<file path="src/markov_transition_counter_core_defines.svh">
// Assertion macros shared by the markov transition counter RTL
`ifndef MARKOV_TRANSITION_COUNTER_CORE_DEFINES_SVH
`define MARKOV_TRANSITION_COUNTER_CORE_DEFINES_SVH
`ifndef ASSERT_OFF
`define MTC_ASSERT(lbl, prop) \
  lbl: assert property (@(posedge clk) disable iff (rst) prop) else $error("assertion failed");
`define MTC_ASSERT_RST(lbl, prop) \
  lbl: assert property (@(posedge clk) prop) else $error("assertion failed");
`else
`define MTC_ASSERT(lbl, prop)
`define MTC_ASSERT_RST(lbl, prop)
`endif
`endif

</file>
<file path="src/mtc_pkg.sv">
// Types and constants of the markov transition counter
package mtc_pkg;
  localparam int MAX_STATES   = 16;
  localparam int SIDX_W       = $clog2(MAX_STATES);
  localparam int KNOWN_W      = SIDX_W + 1;
  localparam int MAX_ENTITIES = 64;
  localparam int EIDX_W       = $clog2(MAX_ENTITIES);
  localparam int ECNT_W       = EIDX_W + 1;
  localparam int COUNT_BITS   = 32;
  localparam int CADDR_W      = 2 * SIDX_W;
  localparam int NUM_W        = COUNT_BITS + 9;
  localparam int SUM_W        = NUM_W + SIDX_W;
  localparam int Q_W          = 17;
  localparam int PROB_W       = 16;
  localparam int ALPHA_W      = 16;
  localparam int KEY_W        = 32;
  localparam int CODE_W       = 64;
  localparam int ADDR_W       = 3;
  localparam int DATA_W       = 32;

  typedef enum logic [1:0] {
    ERR_OK          = 2'd0,
    ERR_STATE_FULL  = 2'd1,
    ERR_ENTITY_FULL = 2'd2,
    ERR_BAD_ROW     = 2'd3
  } err_t;

  typedef enum logic [0:0] {
    REG_ALPHA = 1'b0,
    REG_UDE   = 1'b1
  } reg_idx_t;

  localparam logic KIND_OBSERVE = 1'b0;

  typedef struct packed {
    logic              kind;
    logic [KEY_W-1:0]  entity_key;
    logic [CODE_W-1:0] state_code;
    logic [SIDX_W-1:0] row_index;
  } item_t;

  typedef struct packed {
    logic [SIDX_W-1:0] state_index;
    logic              new_entity;
    logic [SIDX_W-1:0] column_index;
    logic [CODE_W-1:0] column_code;
    logic [PROB_W-1:0] probability;
    logic [1:0]        error_code;
    logic              last;
  } result_t;

  typedef struct packed {
    logic [ALPHA_W-1:0] alpha;
    logic               uniform_dead_end;
  } cfg_t;
endpackage

</file>
<file path="src/mtc_div.sv">
// Shared restoring divider: floor(num * 65536 / den), one quotient bit per cycle
module mtc_div import mtc_pkg::*; (
  input  logic             clk,
  input  logic             rst,
  input  logic             start,
  input  logic [SUM_W-1:0] num,
  input  logic [SUM_W-1:0] den,
  output logic             done,
  output logic [Q_W-1:0]   q
);
  logic             busy;
  logic [4:0]       step;
  logic [SUM_W-1:0] r;
  logic [SUM_W-1:0] d;
  logic [SUM_W:0]   cand;
  logic             ge;

  assign cand = (step == 5'd0) ? {1'b0, r} : {r, 1'b0};
  assign ge   = cand >= {1'b0, d};

  always_ff @(posedge clk) begin
    if (rst) begin
      busy <= 1'b0;
      done <= 1'b0;
      step <= '0;
    end else begin
      done <= 1'b0;
      if (start) begin
        busy <= 1'b1;
        step <= '0;
      end else if (busy) begin
        step <= step + 5'd1;
        if (step == 5'(Q_W - 1)) begin
          busy <= 1'b0;
          done <= 1'b1;
        end
      end
    end
  end

  always_ff @(posedge clk) begin
    if (start) begin
      r <= num;
      d <= den;
      q <= '0;
    end else if (busy) begin
      r <= ge ? SUM_W'(cand - {1'b0, d}) : cand[SUM_W-1:0];
      q <= {q[Q_W-2:0], ge};
    end
  end
endmodule

</file>
<file path="config.mk">
export PLATFORM = sky130hd
export DESIGN_NAME = mtc_div
export DESIGN_NICKNAME = d
export VERILOG_FILES = /design/src/markov_transition_counter_core_defines.svh /design/src/mtc_pkg.sv /design/src/mtc_div.sv
export SDC_FILE = /design/constraint.sdc
export NUM_CORES = 1
export LEC_CHECK = 0
export BUFFER_PORTS_ARGS = -buffer_cell sky130_fd_sc_hd__buf_2
export CORE_ASPECT_RATIO = 0.5
export CORE_MARGIN = 1.5
export CORE_UTILIZATION = 40
export DETAILED_ROUTE_END_ITERATION = 12
export HOLD_SLACK_MARGIN = 0.08
export PLACE_DENSITY = 0.57
export SLEW_MARGIN = 20
export SYNTH_ARGS = -nofsm -noshare
export SYNTH_HDL_FRONTEND = slang
export SYNTH_SLANG_ARGS = --single-unit
</file>
<file path="constraint.sdc">
create_clock -name clk -period 7 [get_ports clk]
set_input_delay 2.1 -clock clk [delete_from_list [all_inputs] [get_ports clk]]
set_output_delay 2.1 -clock clk [all_outputs]
set_load 0.01 [all_outputs]
</file>
== After elaboration in Yosys (flattened, before gate mapping) ==
Cells that the tools add are included.
Storage, ports and cells
  flip-flop bits (word level): 114
  input bits: 93
  output and inout port bits: 18
Operators by class
  $add $sub $neg: 2
  order comparisons: 1
  eq/ne operators: 1
  mux-type cells: 8
  bitwise gates (word level): 1
  reductions and logical operators: 4
Operators by type and width (number)
  2-to-1 mux 45 bit: 3
  greater-or-equal comparator 46 x 45 -> 1 bit: 1
  2-to-1 mux 46 bit: 1
  subtractor 45 bit: 1
  adder 5 x 1 -> 5 bit (second input constant): 1
  equality test 5 bit (second input constant): 1
  logical NOT 5 bit: 1
  2-to-1 mux 1 bit: 4
  OR reduction 3 bit: 1
  nonzero test 2 bit: 1
  OR reduction 2 bit: 1
  NOT 1 bit: 1

== Logic depth before layout (Yosys ltp) ==
  word-level depth: 6
  gate-level depth with buffers: 19
  depth with buffers taken out: 16

== Worst setup path before layout ==
OpenSTA, ideal clock, no wires.
  path type: input to register
  start: in start
  end: reg r[0], enable pin
  data arrival time: 3948 ps
  required time: 6597 ps
  slack: 2648 ps
  stages: 5
  path through: clkbuf_1 -> clkinv_1 -> clkbuf_1 -> clkbuf_1 -> nand2_1
On the way
  word-level cells in the longest chain between the ends: 1
RTL lines
  start: declaration: RTL line mtc_div.sv:5  | input logic start,
  nonzero test 2 bit (no line)
  end signal: assignment: RTL line mtc_div.sv:43  | r <= num;
  end signal: assignment: RTL line mtc_div.sv:47  | r <= ge ? SUM_W'(cand - {1'b0, d}) : cand[SUM_W-1:0];
  end: declaration: RTL line mtc_div.sv:13  | logic [SUM_W-1:0] r;
Every way passes these cells.
A chain may end at the register's enable or synchronous reset.

== Final worst setup path ==
  start: reg step[0]
  end: reg r[36] (data pin)
On the way
  word-level cells in the longest chain between the ends: 6
  elaborated cells on any way between the ends: 7
RTL lines
  start: declaration: RTL line mtc_div.sv:12  | logic [4:0] step;
  start signal: assignment: RTL line mtc_div.sv:32  | step <= step + 5'd1;
  logical NOT 5 bit (*): RTL line mtc_div.sv:18  | assign cand = (step == 5'd0) ? {1'b0, r} : {r, 1'b0};
  2-to-1 mux 46 bit (*): RTL line mtc_div.sv:18
  subtractor 45 bit or greater-or-equal comparator 46 x 45 -> 1 bit (tied branches): RTL line mtc_div.sv:47, mtc_div.sv:19
  2-to-1 mux 45 bit (*): RTL line mtc_div.sv:47
  2-to-1 mux 45 bit (*): RTL line mtc_div.sv:46  | end else if (busy) begin
  2-to-1 mux 45 bit (*): RTL line mtc_div.sv:42  | if (start) begin
Mark *: on every way between the ends. The rest lies on a longest branch, timed or not. The select of a mux whose other input is x is not followed.

==> results.cfg <==
[outcome]
status = completed

[floorplan]
start_util_pct = 40.8
coreArea_um2 = 19400
io_pins = 111
die_y_um = 103
dieArea_um2 = 20700
std_cell_rows = 36
die_width_um = 202

[synthesis]
synth_top_family_by_area = compound AO/OA/AOI/OAI gates
async_flop_share_pct = 0
synthFlopType = edfxtp_1
syn_inst = 836
yosysSeqAreaShare_pct = 40.2
synthAdderAreaFrac_pct = 7.68
synth_edf_count = 90
syn_nets = 977
synth_xor_area_share_pct = 4.76
synth_compound_gate_area_share_pct = 16.5
synth-simple-area-share_pct = 13.7
synth_mux_area_share_pct = 11.4
syn_area_per_cell_um2 = 9.47
syn-cell-area_um2 = 7920
yosysWarnings = 0
synth-seq-cells = 114
synth_cell_types = 63

[power]
p_total_mw = 3.18
p_switching_mw = 1.22
switching_share_pct = 38.4
max-vdd-ir-drop_v = 0.000185
cell_internal_pwr_mw = 1.96
pwr_density_cell_nw_per_um2 = 344
power_leakage_nw = 3.90
seq_power_share_pct = 28.6
share_clk_of_total_power_pct = 27.8
p_comb_share_pct = 43.6

[timing]
setup_viol = 0
timing.final.crit_share_pct = 70.4
period_needed_ns = 4.93
finalSetupTns_ns = 0
worst_pin_slew_ns = 1.07
timing.hold.ws_ns = 0.511
fmax_mhz = 203
setup_ws_ns = 2.07
hold_viol = 0
grt_setup_unrepaired = no
slew_headroom_pct = 28.6
clock_skew_ns = 0.0121
drv_slew = 0

[routing]
drcViolationCount = 0
viasPerCell = 5.41
wl_per_cell_um = 16.7
drtIter0Drc = 446
drtAntennaViolNets = 0
drt-pass1-iter-count = 5
wirelength_um = 20100
vias = 6497

[critical_path]
reg2reg_from = step[0]$_SDFFE_PP0P_
reg2regPathDepth = 16
cp_max_fo = 46
crit_end = r[36]$_DFFE_PP_
ff2ff_setup_slack_ns = 2.07
r2r-end = r[36]$_DFFE_PP_
start_kind = flop
arrival_ns = 5.12
critPathRequiredTime_ns = 7.19
end_kind = flop
critPathKind = reg2reg
crit_start = step[0]$_SDFFE_PP0P_

[clock_tree]
postCtsHoldBufs = 0
cts_num_sinks = 114
h-tree-depth = 4
clock_latency_ns = 0.44
ctsResizeCount = 0
cts_setup_buffers = 0
cts_tree = done
cts.clk_slew.worst_paths_ns = 0.06
numCtsBuffers = 17
cts_root_buf = clkbuf_16
cts_buffer_depth = 2

[grt]
track_usage_pct = 20.0
grt_pass1_vias = 6194
grt_max_degree = 87
antenna_found_initial = 0
grt_first_pass_wirelength_um = 32200
grt.overflow.total = 0

[placed_design]
gp_congestion = 0.911
io_buffer_count = 110
pre_cts_slack_ns = 2.14
hpwl_um = 14500

[layout]
n_antenna_cell = 0
drive_gt1_share_pct = 22.8
final_cell_mix = buf_2, edfxtp_1, nand2_1
layout_commonest_cell = buf_2
final_util_pct = 47.6
fin_nets = 1063
layout-area-overhead-vs-synth_pct = 16.7
fillers = 1865

[run]
drv_cap = 0

[hold_path]
hold_path_class = reg2reg
worstHoldPathCells = 2
worst min-delay path by stage:
stage | startpoint | end | slack [ns]
finish | q[0]$_SDFFE_PP0P_ | q[0]$_SDFFE_PP0P_ | 0.51
global route | q[0]$_SDFFE_PP0P_ | q[0]$_SDFFE_PP0P_ | 0.54
CTS | q[16]$_SDFFE_PP0P_ | q[16]$_SDFFE_PP0P_ | 0.52
detailed placement | q[16]$_SDFFE_PP0P_ | q[16]$_SDFFE_PP0P_ | 0.50
global placement | q[16]$_SDFFE_PP0P_ | q[16]$_SDFFE_PP0P_ | 0.47
floorplan | step[4]$_SDFFE_PP0P_ | done$_SDFF_PP0_ | 0.48
critical path, cell delays in order (launching register included):
cell and delay, ns:
dfxtp_1 0.34, inv_1 0.06, ha_1 0.15, nand2_1 0.09
nor2_4 0.11, buf_12 0.27, mux2_2 0.39, ha_1 0.40
and3_1 0.23, nand3_2 0.12, or4_1 0.55, nor3_1 0.31
or3_1 0.17, a21oi_1 0.09, nand3_1 0.58, nand2_2 0.37
o311a_1 0.41
sequential cells by signal (all words and copies together), names as in the netlist:
name and flops:
q 17, r 45, done 1, d 45, busy 1, step 5
synth_stat cells, types with 3 or more instances:
cell / count / share of area (%)
nor3_1: 15 / 0.95
o21ai_0: 34 / 2.1
a211oi_1: 3 / 0.28
buf_6: 3 / 0.43
a21o_1: 13 / 1.2
xnor2_1: 32 / 3.5
o21bai_1: 11 / 1.0
o221ai_1: 3 / 0.33
edfxtp_1: 90 / 34
mux2_2: 46 / 6.5
nor4_1: 4 / 0.32
nand3_1: 28 / 1.8
or2_2: 3 / 0.24
dfxtp_1: 24 / 6.1
o211ai_1: 13 / 1.2
nand2b_1: 6 / 0.47
a21oi_2: 4 / 0.44
o21ai_1: 4 / 0.25
buf_4: 4 / 0.38
a31oi_1: 8 / 0.63
nor2_1: 65 / 3.1
a21boi_0: 6 / 0.57
o311ai_1: 8 / 0.88
mux2i_1: 37 / 4.7
and2_1: 7 / 0.55
buf_2: 6 / 0.38
buf_1: 5 / 0.24
or3_1: 4 / 0.32
a21oi_1: 68 / 4.3
nand2_1: 70 / 3.3
nand4_1: 15 / 1.2
xor2_1: 11 / 1.2
clkbuf_1: 31 / 1.5
a2bb2oi_1: 3 / 0.33
ha_1: 47 / 7.4
inv_1: 60 / 2.8
nor2b_1: 6 / 0.47
and3_1: 6 / 0.47
through the flow:
step                cell area, um^2  std cells
floorplan                      7920        836
global placement               8640       1169
detailed placement             8640       1169
CTS                            9240       1201
global route                   9240       1201
finish                         9240       1201
power by group through the flow:
stage          sequential (mW)  clock, mW  combinational [mW]
2_1_floorplan            0.896          0                1.10
3_3_place_gp             0.918          0                1.35
3_5_place_dp             0.921          0                1.37
4_1_cts                  0.908      0.903                1.38
5_1_grt                  0.920      0.929                1.54
6_report                 0.908      0.884                1.39
cell type report:
| cell class | count | area (um^2) | area share [%] |
|---|---|---|---|
| sequential | 114 | 3180 | 34.5 |
| clock buffer | 20 | 489 | 5.29 |
| timing repair buffer | 116 | 611 | 6.61 |
| clock inverter | 12 | 108 | 1.16 |
| inverter | 62 | 233 | 2.52 |
| multi-input combinational | 611 | 4290 | 46.4 |
| tap | 266 | 333 | 3.60 |
routing by layer:
layer / vias up / GRT usage, % / wire, um
met3: 24 / 4.27 / 780
li1: 3220 / - / -
met5: - / 0 / 0
met2: 149 / 31.6 / 8660
met1: 3104 / 27.9 / 10400
met4: 0 / 5.57 / 286
logic make-up (layout without fill, tap and decap cells):
group                      Yosys count  after routing
and+or+nand+nor                    235            235
xor gates and xnor gates            43             43
muxes                               84             84
adders and majority gates           48             48
DFF                                114            114
buffers and inverters              111            210
AOI/OAI and AO/OA                  201            201
(Power assumes the default switching activity.)
