<file path="config.mk">
export PLATFORM = sky130hd
export DESIGN_NAME = mtc_regs
export DESIGN_NICKNAME = d
export VERILOG_FILES = /design/src/markov_transition_counter_core_defines.svh /design/src/mtc_pkg.sv /design/src/mtc_regs.sv
export SDC_FILE = /design/constraint.sdc
export NUM_CORES = 1
export LEC_CHECK = 0
export ABC_AREA = 1
export BUFFER_PORTS_ARGS = -buffer_cell sky130_fd_sc_hd__buf_2
export CORE_MARGIN = 5
export CORE_UTILIZATION = 37
export CTS_BUF_LIST = sky130_fd_sc_hd__clkbuf_4 sky130_fd_sc_hd__clkbuf_8 sky130_fd_sc_hd__clkbuf_16
export CTS_CLUSTER_SIZE = 8
export DETAILED_ROUTE_END_ITERATION = 10
export PLACE_DENSITY = 0.76
export RECOVER_POWER = 100
export SYNTH_ARGS = -nofsm -noshare
export SYNTH_HDL_FRONTEND = slang
export SYNTH_SLANG_ARGS = --single-unit
</file>
<file path="constraint.sdc">
create_clock -name clk -period 1 [get_ports clk]
set_input_delay 0.2 -clock clk [delete_from_list [all_inputs] [get_ports clk]]
set_output_delay 0.2 -clock clk [all_outputs]
set_load 0.01 [all_outputs]
</file>
<file path="src/markov_transition_counter_core_defines.svh">
// Assertion macros shared by the markov transition counter RTL
`ifndef MARKOV_TRANSITION_COUNTER_CORE_DEFINES_SVH
`define MARKOV_TRANSITION_COUNTER_CORE_DEFINES_SVH
`ifndef ASSERT_OFF
`define MTC_ASSERT(lbl, prop) \
  lbl: assert property (@(posedge clk) disable iff (rst) prop) else $error("assertion failed");
`define MTC_ASSERT_RST(lbl, prop) \
  lbl: assert property (@(posedge clk) prop) else $error("assertion failed");
`else
`define MTC_ASSERT(lbl, prop)
`define MTC_ASSERT_RST(lbl, prop)
`endif
`endif

</file>
<file path="src/mtc_pkg.sv">
// Types and constants of the markov transition counter
package mtc_pkg;
  localparam int MAX_STATES   = 16;
  localparam int SIDX_W       = $clog2(MAX_STATES);
  localparam int KNOWN_W      = SIDX_W + 1;
  localparam int MAX_ENTITIES = 64;
  localparam int EIDX_W       = $clog2(MAX_ENTITIES);
  localparam int ECNT_W       = EIDX_W + 1;
  localparam int COUNT_BITS   = 32;
  localparam int CADDR_W      = 2 * SIDX_W;
  localparam int NUM_W        = COUNT_BITS + 9;
  localparam int SUM_W        = NUM_W + SIDX_W;
  localparam int Q_W          = 17;
  localparam int PROB_W       = 16;
  localparam int ALPHA_W      = 16;
  localparam int KEY_W        = 32;
  localparam int CODE_W       = 64;
  localparam int ADDR_W       = 3;
  localparam int DATA_W       = 32;

  typedef enum logic [1:0] {
    ERR_OK          = 2'd0,
    ERR_STATE_FULL  = 2'd1,
    ERR_ENTITY_FULL = 2'd2,
    ERR_BAD_ROW     = 2'd3
  } err_t;

  typedef enum logic [0:0] {
    REG_ALPHA = 1'b0,
    REG_UDE   = 1'b1
  } reg_idx_t;

  localparam logic KIND_OBSERVE = 1'b0;

  typedef struct packed {
    logic              kind;
    logic [KEY_W-1:0]  entity_key;
    logic [CODE_W-1:0] state_code;
    logic [SIDX_W-1:0] row_index;
  } item_t;

  typedef struct packed {
    logic [SIDX_W-1:0] state_index;
    logic              new_entity;
    logic [SIDX_W-1:0] column_index;
    logic [CODE_W-1:0] column_code;
    logic [PROB_W-1:0] probability;
    logic [1:0]        error_code;
    logic              last;
  } result_t;

  typedef struct packed {
    logic [ALPHA_W-1:0] alpha;
    logic               uniform_dead_end;
  } cfg_t;
endpackage

</file>
<file path="src/mtc_regs.sv">
// APB configuration registers of the markov transition counter
module mtc_regs import mtc_pkg::*; (
  input  logic              clk,
  input  logic              rst,
  input  logic              psel,
  input  logic              penable,
  input  logic              pwrite,
  input  logic [ADDR_W-1:0] paddr,
  input  logic [DATA_W-1:0] pwdata,
  output logic [DATA_W-1:0] prdata,
  output logic              pready,
  output cfg_t              cfg
);
  reg_idx_t idx;
  logic     wr;

  assign idx    = reg_idx_t'(paddr[2]);
  assign pready = 1'b1;
  assign wr     = psel && penable && pwrite;

  always_ff @(posedge clk) begin
    if (rst) begin
      cfg.alpha            <= '0;
      cfg.uniform_dead_end <= 1'b1;
    end else if (wr) begin
      unique case (idx)
        REG_ALPHA: cfg.alpha            <= pwdata[ALPHA_W-1:0];
        REG_UDE:   cfg.uniform_dead_end <= pwdata[0];
        default:   ;
      endcase
    end
  end

  always_comb begin
    unique case (idx)
      REG_ALPHA: prdata = {{(DATA_W-ALPHA_W){1'b0}}, cfg.alpha};
      REG_UDE:   prdata = {{(DATA_W-1){1'b0}}, cfg.uniform_dead_end};
      default:   prdata = '0;
    endcase
  end
endmodule

</file>
## After elaboration in Yosys (flattened, before gate mapping)

Cells that the tools add are included.

- Register bits: 17
- Input bits: 40
- Output and inout bits: 50

- Muxes and demuxes: 1
- Bitwise operators: 1
- Reductions and logical operators: 4

Operator list:

| operator | number |
|---|---|
| 32-bit case mux with 2 select lines | 1 |
| 2-bit AND reduction | 2 |
| 1-bit logical AND | 2 |
| 1-bit inverter | 1 |

## Logic depth before layout (Yosys ltp)

Gate-level depths: netlist of the first run.

- Depth in word-level cells: 3
- Depth in mapped cells: 6
- Depth with buffers taken out: 5

## Worst setup path before layout of the first run

OpenSTA, ideal clock, no wires.

- Path type: input -> output
- From: in paddr[2]
- To: out prdata[0]
- Arrival time: 711 ps
- Required time: 800 ps
- Setup slack: 89 ps
- Stages on the path: 5
- Buffers on the path: 2
- Cell sequence: buf_6 > inv_2 > buf_6 > nand2_1 > nand2_1

- Cells in the longest elaborated chain, start to end: 2

RTL lines:

| item | RTL line | RTL |
|---|---|---|
| start, declared | mtc_regs.sv:8 | `input logic [ADDR_W-1:0] paddr,` |
| 1-bit inverter | -- |  |
| 32-bit case mux with 2 select lines * | mtc_regs.sv:35 | `unique case (idx)` |
| end, declared | mtc_regs.sv:10 | `output logic [DATA_W-1:0] prdata,` |

Every way passes the cells marked *; elsewhere a longest branch is shown, timed or not. The select of a mux whose other input is x is not followed.

## Worst setup path after layout of the first run

- From: reg cfg[11] (netlist name)
- To: out prdata[10]

- Cells in the longest elaborated chain, start to end: 1

RTL lines:

| item | RTL line | RTL |
|---|---|---|
| start, declared | mtc_regs.sv:12 | `output cfg_t cfg` |
| 32-bit case mux with 2 select lines | mtc_regs.sv:35 |  |

Every way passes these cells. The select of a mux whose other input is x is not followed.

==> run_results.csv, run 1 <==
group,metric,value,unit
run_status,status,"complete, but fails checks",
run_status,violations,"setup timing",
drt,postRouteAntennaNets,0,
power,seq_power_share,51.7,%
global_routing,grt_overflow,0,
floorplanning,core_region_area,2734,µm²
synth,ys_seq_elements,17,
finish,final_nets,266,
critical_path,reg2reg_from,"cfg[15]",
finish,areaGrowthSynthToFinish,36.14,%
power,p_int,0.001015,W
power,powerDensity,989.8,nW/µm²
critical_path,worstSetupStartpointType,"register",
run,max_cap_violations,0,
drt,wl,2.468,mm
placed_design,gp_congestion,0.6978,
hold_path,hp-class,"in -> reg",
critical_path,end_kind,"output pin",
power,clkPwrFrac,26.3,%
placed_design,dpl_cell_area,1303,µm²
critical_path,crit_required,0.80,ns
drt,vias,1075,
critical_path,worst_r2r_path_depth,4,
clock_tree,path_clk_slew,0.09,ns
floorplanning,io_pins,90,
drt,drt-pass1-iter-count,4,
critical_path,crit_fanout,3,
hold_path,hold_end,"cfg[0]",
global_routing,grt_pass1_wl,3.726,mm
finish,diodes,0,
placed_design,dp_hpwl,1.920,mm
sta,rsz0062_at_grt,"yes",
sta,fin_crit_sh,107.1,%
power,power_frac_comb,22.0,%
global_routing,grt_max_degree,18,
clock_tree,cts_max_level,1,
sta,clock_skew,0,ns
floorplanning,initial_core_util,37.99,%
drt,wire_per_inst,9.641,µm
clock_tree,cts_buffers,3,
global_routing,grt_usage,11.48,%
drt,drtIter0Drc,16,
clock_tree,cts_sinks,17,
placed_design,portBuffers,54,
drt,viasPerCell,4.199,
clock_tree,clockRootBuffer,"clkbuf_4",
synth,syn_inst,165,
sta,finalHoldWorstSlack,0.1814,ns
sta,fin_crit,1.071,ns
critical_path,r2r_end,"cfg[15]",
synth,ys_warn_count,0,
power,ir_drop,0.7878,mV
power,swShare,27.44,%
critical_path,timing_worst_setup_path_type,"reg -> out",
sta,setup_viol,18,
drt,drt_drc_violations_left,0,
power,p_sw,0.0003840,W
synth,synth.yosys.seq_area_share,32.77,%
finish,largest_reg_flops,17,
global_routing,grt_pass1_vias,850,
clock_tree,worst_skew_pair.late_latency,0.27,ns
sta,setup_ws,-0.07090,ns
finish,finalInstanceArea,1414,µm²
sta,max_freq,933.8,MHz
critical_path,r2r_slack,0.19,ns
synth,synth.distinct_cells,14,
sta,finalMaxSlewViolations,0,
clock_tree,cts_tree,"done",
clock_tree,cts_buffer_depth,2,
finish,reg_top3,"cfg (17)",
floorplanning,die_width,62.98,µm
finish,drive_above_1_share,47.11,%
synth,synth_area,1038,µm²
floorplanning,die_h,62.98,µm
synth,synth_area_per_cell,6.294,µm²
floorplanning,die-area,3966,µm²
sta,setup_tns,-0.9894,ns
floorplanning,rows,19,
finish,top_register,"cfg",
power,power_leakage,0.8047,nW
hold_path,hp-start,"pwdata[0]",
hold_path,min_path_cells,3,
critical_path,arrival,0.87,ns
global_routing,grt_antenna_before_repair,0,
sta,finalHoldViolCount,0,
power by group through the flow:
stage | registers [W] | clock network [W] | logic, W
after global placement | 0.000732 | 0 | 0.000286
after floorplan | 0.000743 | 0 | 0.000213
after detailed placement | 0.000732 | 0 | 0.000290
after CTS | 0.000721 | 0.000389 | 0.000291
final | 0.000723 | 0.000368 | 0.000308
after global routing | 0.000728 | 0.000423 | 0.000343
metal layers:
metal  routed length [µm]  vias up  GRT usage, %
met5                    0        -             0
met4                   34        0         4.775
met3                  215        2         3.777
met2                 1291       41         19.62
met1                  927      473         12.90
li1                     -      559             -
cells by family after synthesis:
| logic type | after synthesis | synth area share, % |
|---|---|---|
| AOI/OAI and AO/OA | 1 | 0.4815 |
| DFF | 17 | 32.77 |
| and+or+nand+nor | 88 | 36.51 |
| other | 2 | 0.7232 |
| buffers and inverters | 57 | 29.52 |
how the worst max path moves through the flow:
stage                        start          to  slack (ns)  cells after the start
final                      cfg[11]  prdata[10]       -0.07                      3
after global routing       cfg[11]  prdata[10]       -0.16                      3
after CTS                  cfg[14]  prdata[13]       -0.08                      3
after detailed placement       rst     cfg[16]       -0.03                      4
after global placement         rst     cfg[14]       -0.01                      4
after floorplan           paddr[2]   prdata[0]        0.09                      5
cells in the final DEF, fill, tap and decap left out, drive strengths merged:
cell type,n
conb,17
inv,33
buf,61
nand3,19
nand2,20
clkbuf,7
nor2,49
dfxtp,17
clkinv,1
o21ai,1
through the flow:
step	utilization, %	total power [W]	setup WS [ns]	cells
3_5_place_dp	47.64	0.001023	-0.02931	249
4_1_cts	49.52	0.001401	-0.07818	253
3_3_place_gp	47.64	0.001018	-0.01102	249
2_1_floorplan	-	0.0009564	0.08932	180
5_1_grt	51.72	0.001494	-0.1606	256
6_report	51.72	0.001399	-0.07090	256
repair_timing:
item,CTS,global route
pin swaps,0,6
gates resized for setup,18,19
hold endpoints to repair,0,0
hold buffers,0,0
buffers inserted,0,3
setup endpoints to repair,16,21
area by class of cell:
class	count	area [µm²]
timing repair buffer	64	392.9
tap	31	38.79
multi-input combinational	106	462.9
sequential	17	361.6
clock buffer	4	30.03
inverter	34	127.6
fill	299	1320
worst max-delay path, cell delays in order (launching register included):
cell     delay (ns)
dfxtp_2        0.36
inv_2          0.04
nor2_2         0.08
buf_2          0.12
Yosys cell counts (all sizes together):
| cell | number | share of area, % |
|---|---|---|
| nor2 | 49 | 19 |
| inv | 33 | 12 |
| buf | 23 | 17 |
| nand2 | 20 | 7.2 |
| nand3 | 19 | 10 |
| dfxtp | 17 | 33 |
| conb | 2 | 0.72 |
| clkinv | 1 | 0.36 |
| o21ai | 1 | 0.48 |
Note: power is estimated with default switching activity, not from simulation.
==> inputs of run 2 (changes only) <==
--- a/config.mk
+++ b/config.mk
@@ -7,6 +7,7 @@
 export LEC_CHECK = 0
 export ABC_AREA = 1
 export BUFFER_PORTS_ARGS = -buffer_cell sky130_fd_sc_hd__buf_2
+export CORE_ASPECT_RATIO = 0.9
 export CORE_MARGIN = 5
 export CORE_UTILIZATION = 37
 export CTS_BUF_LIST = sky130_fd_sc_hd__clkbuf_4 sky130_fd_sc_hd__clkbuf_8 sky130_fd_sc_hd__clkbuf_16
==> constraint.sdc (replaced) <==
create_clock -name clk -period 1 [get_ports clk]
set_input_delay 0.3 -clock clk [delete_from_list [all_inputs] [get_ports clk]]
set_output_delay 0.3 -clock clk [all_outputs]
set_load 0.01 [all_outputs]
==> run_results.csv, run 2 (synthesis gave the netlist of run 1 again) <==
group,metric,value,unit
run_status,status,"complete, but fails checks",
run_status,violations,"setup timing",
global_routing,grt_usage,12.89,%
hold_path,hp-class,"in -> reg",
global_routing,grt_pass1_wl,3.905,mm
critical_path,cp_slowest_stage_delay,0.36,ns
sta,fin_crit,1.188,ns
clock_tree,cts_tree,"done",
critical_path,crit_fanout,3,
finish,final_nets,272,
critical_path,crit_required,0.70,ns
sta,finalHoldViolCount,0,
finish,drive_above_1_share,51.95,%
critical_path,cp_top_family,"flip-flops",
clock_tree,clockRootBuffer,"clkbuf_4",
clock_tree,cts_buffers,3,
power,power_leakage,0.8718,nW
clock_tree,cts_max_level,1,
finish,layout_common_cells,"nor2_1 (37), buf_6 (33), buf_2 (26)",
power,clkPwrFrac,25.8,%
power,p_int,0.001073,W
critical_path,arrival,0.89,ns
critical_path,end_kind,"output pin",
placed_design,dp.cells,261,
sta,max_freq,842.1,MHz
sta,finalMaxSlewViolations,0,
placed_design,gp_congestion,0.7477,
sta,setup_viol,33,
global_routing,grt_pass1_vias,902,
finish,diodes,0,
drt,vias,1089,
power,powerDensity,876.9,nW/µm²
sta,rsz0062_at_grt,"yes",
sta,clock_skew,0,ns
critical_path,cpMaxStageDelayCell,"dfxtp_2",
power,swShare,29.13,%
drt,drtIter0Drc,37,
critical_path,path_cells,"inv_1 -> nor2_1 -> buf_2",
floorplanning,die_h,60.26,µm
clock_tree,path_clk_slew,0.10,ns
placed_design,portBuffers,54,
global_routing,grt_overflow,0,
floorplanning,initial_core_util,38.11,%
finish,top_register,"cfg",
power,seq_power_share,48.0,%
clock_tree,worst_skew_pair.late_latency,0.28,ns
clock_tree,cts_sinks,17,
drt,postRouteAntennaNets,0,
drt,drt-pass1-iter-count,4,
drt,viasPerCell,4.018,
run,max_cap_violations,0,
finish,final_cells,271,
critical_path,critPathBufInv,2,
floorplanning,die-area,3968,µm²
drt,wire_per_inst,10.20,µm
floorplanning,core_region_area,2725,µm²
power,power_frac_comb,26.2,%
power,ir_drop,0.4662,mV
floorplanning,rows,18,
sta,setup_tns,-4.028,ns
critical_path,timing_worst_setup_path_type,"reg -> out",
global_routing,grt_max_degree,18,
sta,fin_crit_sh,118.8,%
finish,areaGrowthSynthToFinish,66.27,%
finish,largest_reg_flops,17,
power,p_sw,0.0004411,W
finish,final_common_cell,"nor2_1",
finish,reg_top3,"cfg (17)",
global_routing,grt_antenna_before_repair,0,
floorplanning,io_pins,90,
critical_path,worstSetupStartpointType,"register",
placed_design,dp_hpwl,2.020,mm
drt,wl,2.765,mm
floorplanning,die_width,65.85,µm
drt,drt_drc_violations_left,0,
sta,setup_ws,-0.1875,ns
clock_tree,cts_buffer_depth,2,
==> run 2: changes by cell type in the layout (fill, tap and decap cells not counted), moves of 3 or more <==
cell     change
nor2_2       -6
nor2_1       -4
nand2_2      +3
nor2_4      +10
nand2_1      -3
buf_2       -22
buf_6       +29
==> run 2: worst register-to-register path: cells and delay by family (launching register included) <==
kind | cells | cell delay [ns]
buf+inv | 1 | 0.13
flops | 1 | 0.35
simple gates | 2 | 0.14
==> run 2: through the flow <==
step	util [%]	cell area (µm²)	setup slack (ns)	total power, W	hold slack [ns]
6_report	63.36	1727	-0.1875	0.001514	0.2682
5_1_grt	63.36	1727	-0.2645	0.001611	0.2784
4_1_cts	59.46	1620	-0.1814	0.001502	0.2598
3_5_place_dp	52.71	1436	-0.1518	0.001069	0.4862
3_3_place_gp	52.71	1436	-0.1479	0.001061	0.4837
2_1_floorplan	-	1197	-0.02749	0.0009911	0.4544
==> run 2: what timing repair did <==
action / in CTS / in global routing
cloned: 0 / 0
hold buffers: 0 / 0
endpoints found under the setup margin: 33 / 33
resized for setup: 47 / 16
setup buffers: 1 / 5
pin swaps: 0 / 2
==> run 2: power groups by stage <==
stage,clock (W),sequential [W],combinational [W]
2_1_floorplan,0,0.000743,0.000248
3_3_place_gp,0,0.000732,0.000329
3_5_place_dp,0,0.000732,0.000337
4_1_cts,0.000407,0.000726,0.000368
5_1_grt,0.000445,0.000731,0.000435
6_report,0.000391,0.000727,0.000396
==> run 2: final timing paths <==
| path | from | end | slack [ns] | depth (start not counted) |
|---|---|---|---|---|
| hold reg to reg | cfg[14] | cfg[14] | 0.51 | 2 |
| setup reg to reg | cfg[12] | cfg[12] | 0.29 | 3 |
| hold / removal | pwdata[0] | cfg[0] | 0.27 | 3 |
| setup / recovery | cfg[2] | prdata[1] | -0.19 | 3 |
==> run 2: per-layer routing <==
layer	global-route usage, %	share of wire [%]	vias to the layer above
li1	-	-	570
met3	2.444	5.2	2
met4	5.325	0.98	0
met1	14.88	39	482
met2	23.29	55	35
met5	0	0	-
==> run 2: final cells by class <==
class                      count  area (µm²)
timing repair buffer          70       616.8
fill                         241       998.5
sequential                    17       364.1
clock buffer                   4       30.03
multi-input combinational    106       530.5
tap                           40       50.05
inverter                      34       135.1
==> inputs of run 3 (changes only) <==
--- a/config.mk
+++ b/config.mk
@@ -5,16 +5,18 @@
 export SDC_FILE = /design/constraint.sdc
 export NUM_CORES = 1
 export LEC_CHECK = 0
-export ABC_AREA = 1
 export BUFFER_PORTS_ARGS = -buffer_cell sky130_fd_sc_hd__buf_2
+export CELL_PAD_IN_SITES_DETAIL_PLACEMENT = 0
+export CELL_PAD_IN_SITES_GLOBAL_PLACEMENT = 1
 export CORE_ASPECT_RATIO = 0.9
 export CORE_MARGIN = 5
-export CORE_UTILIZATION = 37
+export CORE_UTILIZATION = 25
 export CTS_BUF_LIST = sky130_fd_sc_hd__clkbuf_4 sky130_fd_sc_hd__clkbuf_8 sky130_fd_sc_hd__clkbuf_16
 export CTS_CLUSTER_SIZE = 8
 export DETAILED_ROUTE_END_ITERATION = 10
 export PLACE_DENSITY = 0.76
 export RECOVER_POWER = 100
+export SLEW_MARGIN = 20
 export SYNTH_ARGS = -nofsm -noshare
 export SYNTH_HDL_FRONTEND = slang
 export SYNTH_SLANG_ARGS = --single-unit
==> run_results.csv, run 3 <==
group,metric,value,unit
run_status,status,"complete, but fails checks",
run_status,violations,"setup timing",
critical_path,timing_worst_setup_path_type,"reg -> out",
critical_path,crit_fanout,2,
clock_tree,cts_buffers,3,
critical_path,arrival,0.95,ns
finish,largest_reg_flops,17,
sta,fin_crit,1.253,ns
clock_tree,cts_tree,"done",
floorplanning,die_h,71.00,µm
floorplanning,initial_core_util,25.54,%
synth,synth-edff-count,0,
drt,drtIter0Drc,30,
finish,layout_common_cells,"buf_6 (40), nand2b_1 (32), buf_2 (26)",
synth,synth_area_per_cell,9.311,µm²
synth,synth.yosys.seq_area_share,32.93,%
power,ir_drop,0.5735,mV
critical_path,worstSetupStartpointType,"register",
finish,regArea,361.6,µm²
drt,viasPerCell,3.953,
finish,top_register,"cfg",
clock_tree,cts_max_level,1,
finish,areaGrowthSynthToFinish,72.16,%
placed_design,portBuffers,54,
critical_path,end_kind,"output pin",
synth,synth_common_cells,"nand2b_1 (32), buf_4 (17), dfxtp_1 (17), mux2i_1 (17), nor2b_1 (10)",
synth,ys_async_sr_fraction,0,%
clock_tree,cts_sinks,17,
synth,syn_inst,111,
power,p_total,0.001523,W
sta,setup_ws,-0.2528,ns
placed_design,dpl_cell_area,1281,µm²
floorplanning,core_region_area,4046,µm²
drt,drt-pass1-iter-count,4,
drt,drt_drc_violations_left,0,
power,power_leakage,0.8372,nW
placed_design,gp_congestion,0.6590,
synth,ys_seq_elements,17,
global_routing,grt_pass1_vias,940,
sta,fin_crit_sh,125.3,%
synth,ys_warn_count,0,
power,powerDensity,856.2,nW/µm²
clock_tree,cts_buffer_depth,2,
critical_path,crit_required,0.70,ns
drt,wl,2.763,mm
placed_design,dp_hpwl,1.839,mm
finish,diodes,0,
drt,postRouteAntennaNets,0,
critical_path,reg2reg_from,"cfg[14]",
global_routing,grt_max_degree,35,
finish,final_nets,227,
clock_tree,worst_skew_pair.late_latency,0.25,ns
global_routing,grt_pass1_wl,4.222,mm
sta,finalMaxSlewViolations,0,
synth,synth_top_area_share,32.93,%
run,max_cap_violations,0,
hold_path,hp-class,"in -> reg",
finish,finalInstanceArea,1779,µm²
clock_tree,path_clk_slew,0.07,ns
synth,synth_largest_area_cell,"dfxtp_1",
sta,setup_tns,-3.947,ns
drt,vias,925,
floorplanning,io_pins,90,
finish,multi_input_area,605.6,µm²
synth,synth_area,1033,µm²
clock_tree,postCtsHoldBufs,0,
synth,synth.area.top_cells,"dfxtp_1 (33%), nand2b_1 (19%), mux2i_1 (16%)",
sta,finalHoldViolCount,0,
finish,reg_top3,"cfg (17)",
floorplanning,rows,22,
hold_path,hp-start,"pwdata[3]",
sta,rsz0062_at_grt,"yes",
sta,max_freq,798.2,MHz
synth,synth_ff_type,"dfxtp_1",
sta,clock_skew,0,ns
finish,fill_cells,396,
global_routing,grt_overflow,0,
critical_path,r2r_slack,0.22,ns
synth,synth.most_common_cell,"nand2b_1",
finish,drive_above_1_share,59.14,%
finish,final_common_cell,"buf_6",
clock_tree,clockRootBuffer,"clkbuf_8",
critical_path,setup.worst_path.start,"cfg[0]",
drt,wire_per_inst,11.81,µm
synth,synth.distinct_cells,14,
floorplanning,die_width,77.78,µm
sta,setup_viol,31,
global_routing,grt_antenna_before_repair,0,
floorplanning,die-area,5522,µm²
global_routing,grt_usage,9.282,%
run 3: kinds of logic after synthesis:
group         count (synthesis)  share of synthesized area, %
other cells                   2                        0.7267
buf+inv                      23                         16.83
flops                        17                         32.93
simple gates                 51                         31.96
mux                          18                         17.55
run 3: layout make-up:
type,instances,share of cell area [%]
timing repair buffer,79,39.66
multi-input combinational,86,34.04
sequential,17,20.32
tap,48,3.376
clock buffer,3,2.321
clock inverter,1,0.2813
run 3: metrics by stage:
| step | instances | worst slack, ns | hold slack [ns] | util, % |
|---|---|---|---|---|
| 2_1_floorplan | 126 | -0.04029 | 0.4547 | - |
| 3_3_place_gp | 208 | -0.2502 | 0.4684 | 31.66 |
| 3_5_place_dp | 208 | -0.2485 | 0.4754 | 31.66 |
| 4_1_cts | 220 | -0.2599 | 0.2900 | 38.34 |
| 5_1_grt | 234 | -0.2861 | 0.2945 | 43.97 |
| 6_report | 234 | -0.2528 | 0.2984 | 43.97 |
run 3: path summary, 6_finish.rpt:
check | to | cells after the start
setup / recovery | prdata[0] | 2
hold / removal | cfg[4] | 3
setup reg to reg | cfg[14] | 4
hold reg to reg | cfg[10] | 2
run 3: per-layer routing:
layer	part of all wire (%)	GRT usage, %	vias to the layer above	wire length, µm
met4	0.25	1.145	0	7
met2	54	17.70	35	1486
met3	7.6	3.562	2	210
li1	-	-	466	-
met1	38	9.816	422	1058
met5	0	0	-	0
run 3: what timing repair did:
action / 4_1_cts / 5_1_grt
buffers inserted: 8 / 14
pin swaps: 0 / 0
gates cloned: 0 / 1
resized for setup: 42 / 24
setup endpoints to repair: 33 / 46
run 3: power by group:
| part | total, W | switching [W] | internal, W |
|---|---|---|---|
| clock | 0.000511 | 0.000235 | 0.000276 |
| sequential | 0.000706 | 0.0000116 | 0.000695 |
| combinational | 0.000306 | 0.000135 | 0.000172 |
run 3: critical path, cell delays in order (launching register included):
cell and delay (ns):
dfxtp_2 0.32, mux2_2 0.27, buf_6 0.12
